[src/hw/rtl/risas_ram.sv]
// generic single port ram with registered read
module risas_ram #(
  parameter int Width = 8,
  parameter int Depth = 64
) (
  input  logic                     clk,
  input  logic                     we,
  input  logic [$clog2(Depth)-1:0] addr,
  input  logic [Width-1:0]         wdata,
  output logic [Width-1:0]         rdata
);
  logic [Width-1:0] mem [Depth];
  always_ff @(posedge clk) begin
    if (we) mem[addr] <= wdata;
    rdata <= mem[addr];
  end
endmodule

[config.mk]
export PLATFORM = sky130hd
export DESIGN_NAME = risas_ram
export DESIGN_NICKNAME = d
export VERILOG_FILES = /design/src/hw/rtl/risas_ram.sv
export SDC_FILE = /design/constraint.sdc
export NUM_CORES = 1
export LEC_CHECK = 0
export BUFFER_PORTS_ARGS = -buffer_cell sky130_fd_sc_hd__buf_2
export CORE_MARGIN = 3
export CORE_UTILIZATION = 65
export CTS_BUF_LIST = sky130_fd_sc_hd__clkbuf_8
export CTS_CLUSTER_SIZE = 28
export DETAILED_ROUTE_END_ITERATION = 7
export PLACE_DENSITY = 0.8
export SETUP_SLACK_MARGIN = 0.3
export SKIP_CTS_REPAIR_TIMING = 1
export SLEW_MARGIN = 0
export SYNTH_ARGS = -nofsm -noshare
export SYNTH_HDL_FRONTEND = slang
export SYNTH_SLANG_ARGS = --single-unit
[constraint.sdc]
create_clock -name clk -period 3.7 [get_ports clk]
set_input_delay 0.555 -clock clk [delete_from_list [all_inputs] [get_ports clk]]
set_output_delay 0.555 -clock clk [all_outputs]
set_load 0.005 [all_outputs]
==> results by group <==
Run status
  – Status: finished, final reports clean

STA
  – RSZ-0062 raised after global routing: no
  – Min Tclk post-route: 2.89 ns
  – Max Clk Rate: 346 MHz
  – Crit share post-route: 78.0%
  – Setup TNS Final: 0 ns
  – Final setup margin: 0.813 ns
  – Clock skew: 0.0343 ns
  – Final number of hold-violating endpoints: 0
  – Final count of pins violating max slew: 0
  – Setup violators final: 0
  – Relative slew slack: 13.6%
  – Worst slew pin tran: 1.30 ns

Logic synthesis
  – Synth Warn #: 0
  – Yosys reg bits: 520
  – Register area share after synthesis: 76.0%
  – Post-synth design cell area: 20400 µm²
  – FFs w/ async S/R, synth: 0%
  – Ys flop type: edfxtp_1
  – Synth area leaders: edfxtp_1 (75%), mux4_2 (4.5%), mux2i_1 (3.1%)
  – Cell taking the most area after synthesis: edfxtp_1
  – Unique masters post-synth: 56
  – EDFF count, synth: 512
  – Post-synth top area share: 75.2%
  – Syn_nets: 1187
  – Mean Syn Cell Area: 17.5 µm²
  – Gate Count Post-Synth: 1171

GRT
  – GRT Total Usage: 30.6%
  – Initial antenna violation count: 1
  – First-pass GRT wire length: 75.6 mm
  – Vias in the first global route: 12100
  – Total gr overflow: 0
  – Largest net degree at the start of global routing: 65

Worst setup path
  – CP max stage cell: nor2b_1
  – Cell Chain, Critical Path: buf_6, nor2b_1, a22oi_1, and3_1, o311ai_0, buf_4, or4_1
  – FF-to-FF path depth: 6
  – Capturing point of the worst reg2reg path: rdata[3]
  – CP Capture Point: rdata[3]
  – CP Class: in -> reg
  – Crit end category: flop
  – Crit path DAT: 3.44 ns
  – Required @ worst endpoint: 4.26 ns
  – Crit path max fanout: 48
  – Worst R2R Setup Slack: 1.24 ns
  – Setup crit start kind: input port
  – Critical R2R Launch: mem[6][3]
  – Critical path launch point: addr[2]
  – CP max stage delay: 0.94 ns

Routing
  – Via density: 6.95
  – ANT nets after route: 0
  – Via count: 12200
  – Final Routed Wirelength: 50.6 mm
  – First-pass DRT Iterations: 6
  – # DRC: 0
  – DR WL/cell: 28.8 µm
  – Iter 0 DRT Violations: 1892

Die
  – Die area: 33600 µm²
  – Initial Util: 66.3%
  – Rows: 64
  – Die width: 183 µm
  – IO Pins: 24
  – Core area: 30800 µm²
  – Die Y: 183 µm

Cells and area
  – Share of layout cells above drive strength 1: 21.2%
  – Fill count: 1688
  – Nets: 1319
  – Sequential Area: 15500 µm²
  – P&R area growth vs syn: 12.5%
  – Multi-input logic area: 4510 µm²

Power
  – Cell Pwr Density: 505 nW/µm²
  – VDD IR max: 0.000371 V
  – Leak Pwr: 7.73 nW

CTS
  – Clock sinks: 520
  – Clock Pin Slew Worst Setup and Hold Paths: 0.06 ns
  – Num CTS Buffers: 80
  – Root Driver: clkbuf_8
  – CTS tree: yes
  – Clk_lat worst skew: 0.61 ns
  – H-tree Lvls: 3
  – Worst-case clock buffer depth: 3

Min path
  – HP Class: in -> reg

Placement
  – Dpl hpwl: 31.4 mm
  – Port bufs: 23
  – Routability congestion estimate: 0.933
  – Dpl ws: 0.233 ns

Run
  – Maxcap violations: 0
## Yosys cell counts, types with 11 or more instances
| cell type | n |
|---|---|
| edfxtp_1 | 512 |
| nor2_1 | 82 |
| mux2i_1 | 63 |
| nand2_1 | 45 |
| mux4_2 | 41 |
| a22oi_1 | 40 |
| clkbuf_1 | 36 |
| buf_2 | 30 |
| a21oi_1 | 28 |
| nand2b_1 | 24 |
| o22ai_1 | 22 |
| a221oi_1 | 21 |
| a31oi_1 | 15 |
| nand3b_1 | 12 |
| a221o_1 | 11 |
| o22a_1 | 11 |
## per-layer routing
layer,up-vias,part of all wire (%),wire length (µm),GRT usage [%]
li1,5019,-,-,-
met1,6060,36,18100,42.2
met2,943,48,24200,48.2
met3,202,12,6110,7.20
met4,0,4.3,2200,12.3
met5,-,0,0,0
## per-stage QoR
step | hold WS, ns | cells | cell area, µm² | power, W | util (%)
after detailed placement | 0.723 | 1617 | 21500 | 0.00731 | 69.8
after floorplan | 0.563 | 1171 | 20400 | 0.00701 | -
after global placement | 0.725 | 1617 | 21500 | 0.00729 | 69.8
final | 0.494 | 1760 | 23000 | 0.0116 | 74.6
after global routing | 0.494 | 1759 | 23000 | 0.0120 | 74.6
after CTS | 0.481 | 1759 | 23000 | 0.0116 | 74.6
## cells by family after synthesis
logic type / Yosys count / share of synthesized area (%)
AO/OA/AOI/OAI: 222 / 8.08
AND/OR/NAND/NOR: 229 / 5.71
flip-flops: 520 / 76.0
multiplexers: 116 / 8.26
buffers and inverters: 84 / 1.98
## layout by cell type, fill, tap and decap left out, drive strengths merged, types with 4 or more instances in the layout
cell	n
o22a	11
nand3	8
a221o	11
nor2b	8
edfxtp	512
dfxtp	8
and3	9
clkbuf	89
o22ai	22
nor2	82
a31oi	15
and4	6
o2bb2ai	7
o21ai	11
and2	10
o31ai	5
a21o	4
a221oi	21
nand2b	24
nand2	45
nand3b	12
clkinv	19
a22o	10
mux4	41
or3b	5
a22oi	40
inv	35
a21oi	28
mux2i	63
buf	131
a211oi	6
mux2	12
a32oi	7
o221ai	9
## worst min path at each step
stage                          from    endpoint  slack, ns  depth (start not counted)
after floorplan           mem[3][0]    rdata[0]       0.56                          3
after global placement    mem[3][2]    rdata[2]       0.73                          3
after detailed placement  mem[3][4]    rdata[4]       0.72                          3
after CTS                  wdata[1]  mem[56][1]       0.48                          1
after global routing       wdata[0]  mem[18][0]       0.49                          1
final                      wdata[1]  mem[56][1]       0.49                          1
## sequential cells by signal, indices dropped and copies added, names as in the netlist
| name | count |
|---|---|
| rdata | 8 |
| mem | 512 |
## cell type report
cell class / count / share of cell area (%)
flip-flops and latches: 520 / 67.5
multi-input cells: 567 / 19.6
clock buffers: 89 / 5.33
repair buffers: 131 / 4.18
well taps: 396 / 2.15
clock inverters: 53 / 1.11
inverters: 3 / 0.0490
diodes: 1 / 0.0109
## worst max-delay path, delay by kind of cell
family,cells,cell delay [ns]
AOI/OAI and AO/OA,2,0.94
and+or+nand+nor,3,1.29
buffers and inverters,2,0.61
## power breakdown
group          switching [W]  internal [W]  leakage, nW
sequential         0.0000184       0.00652         4.67
clock                0.00219       0.00223        0.860
combinational       0.000446      0.000219         2.20
No activity file was read; power rests on OpenSTA's default activity.
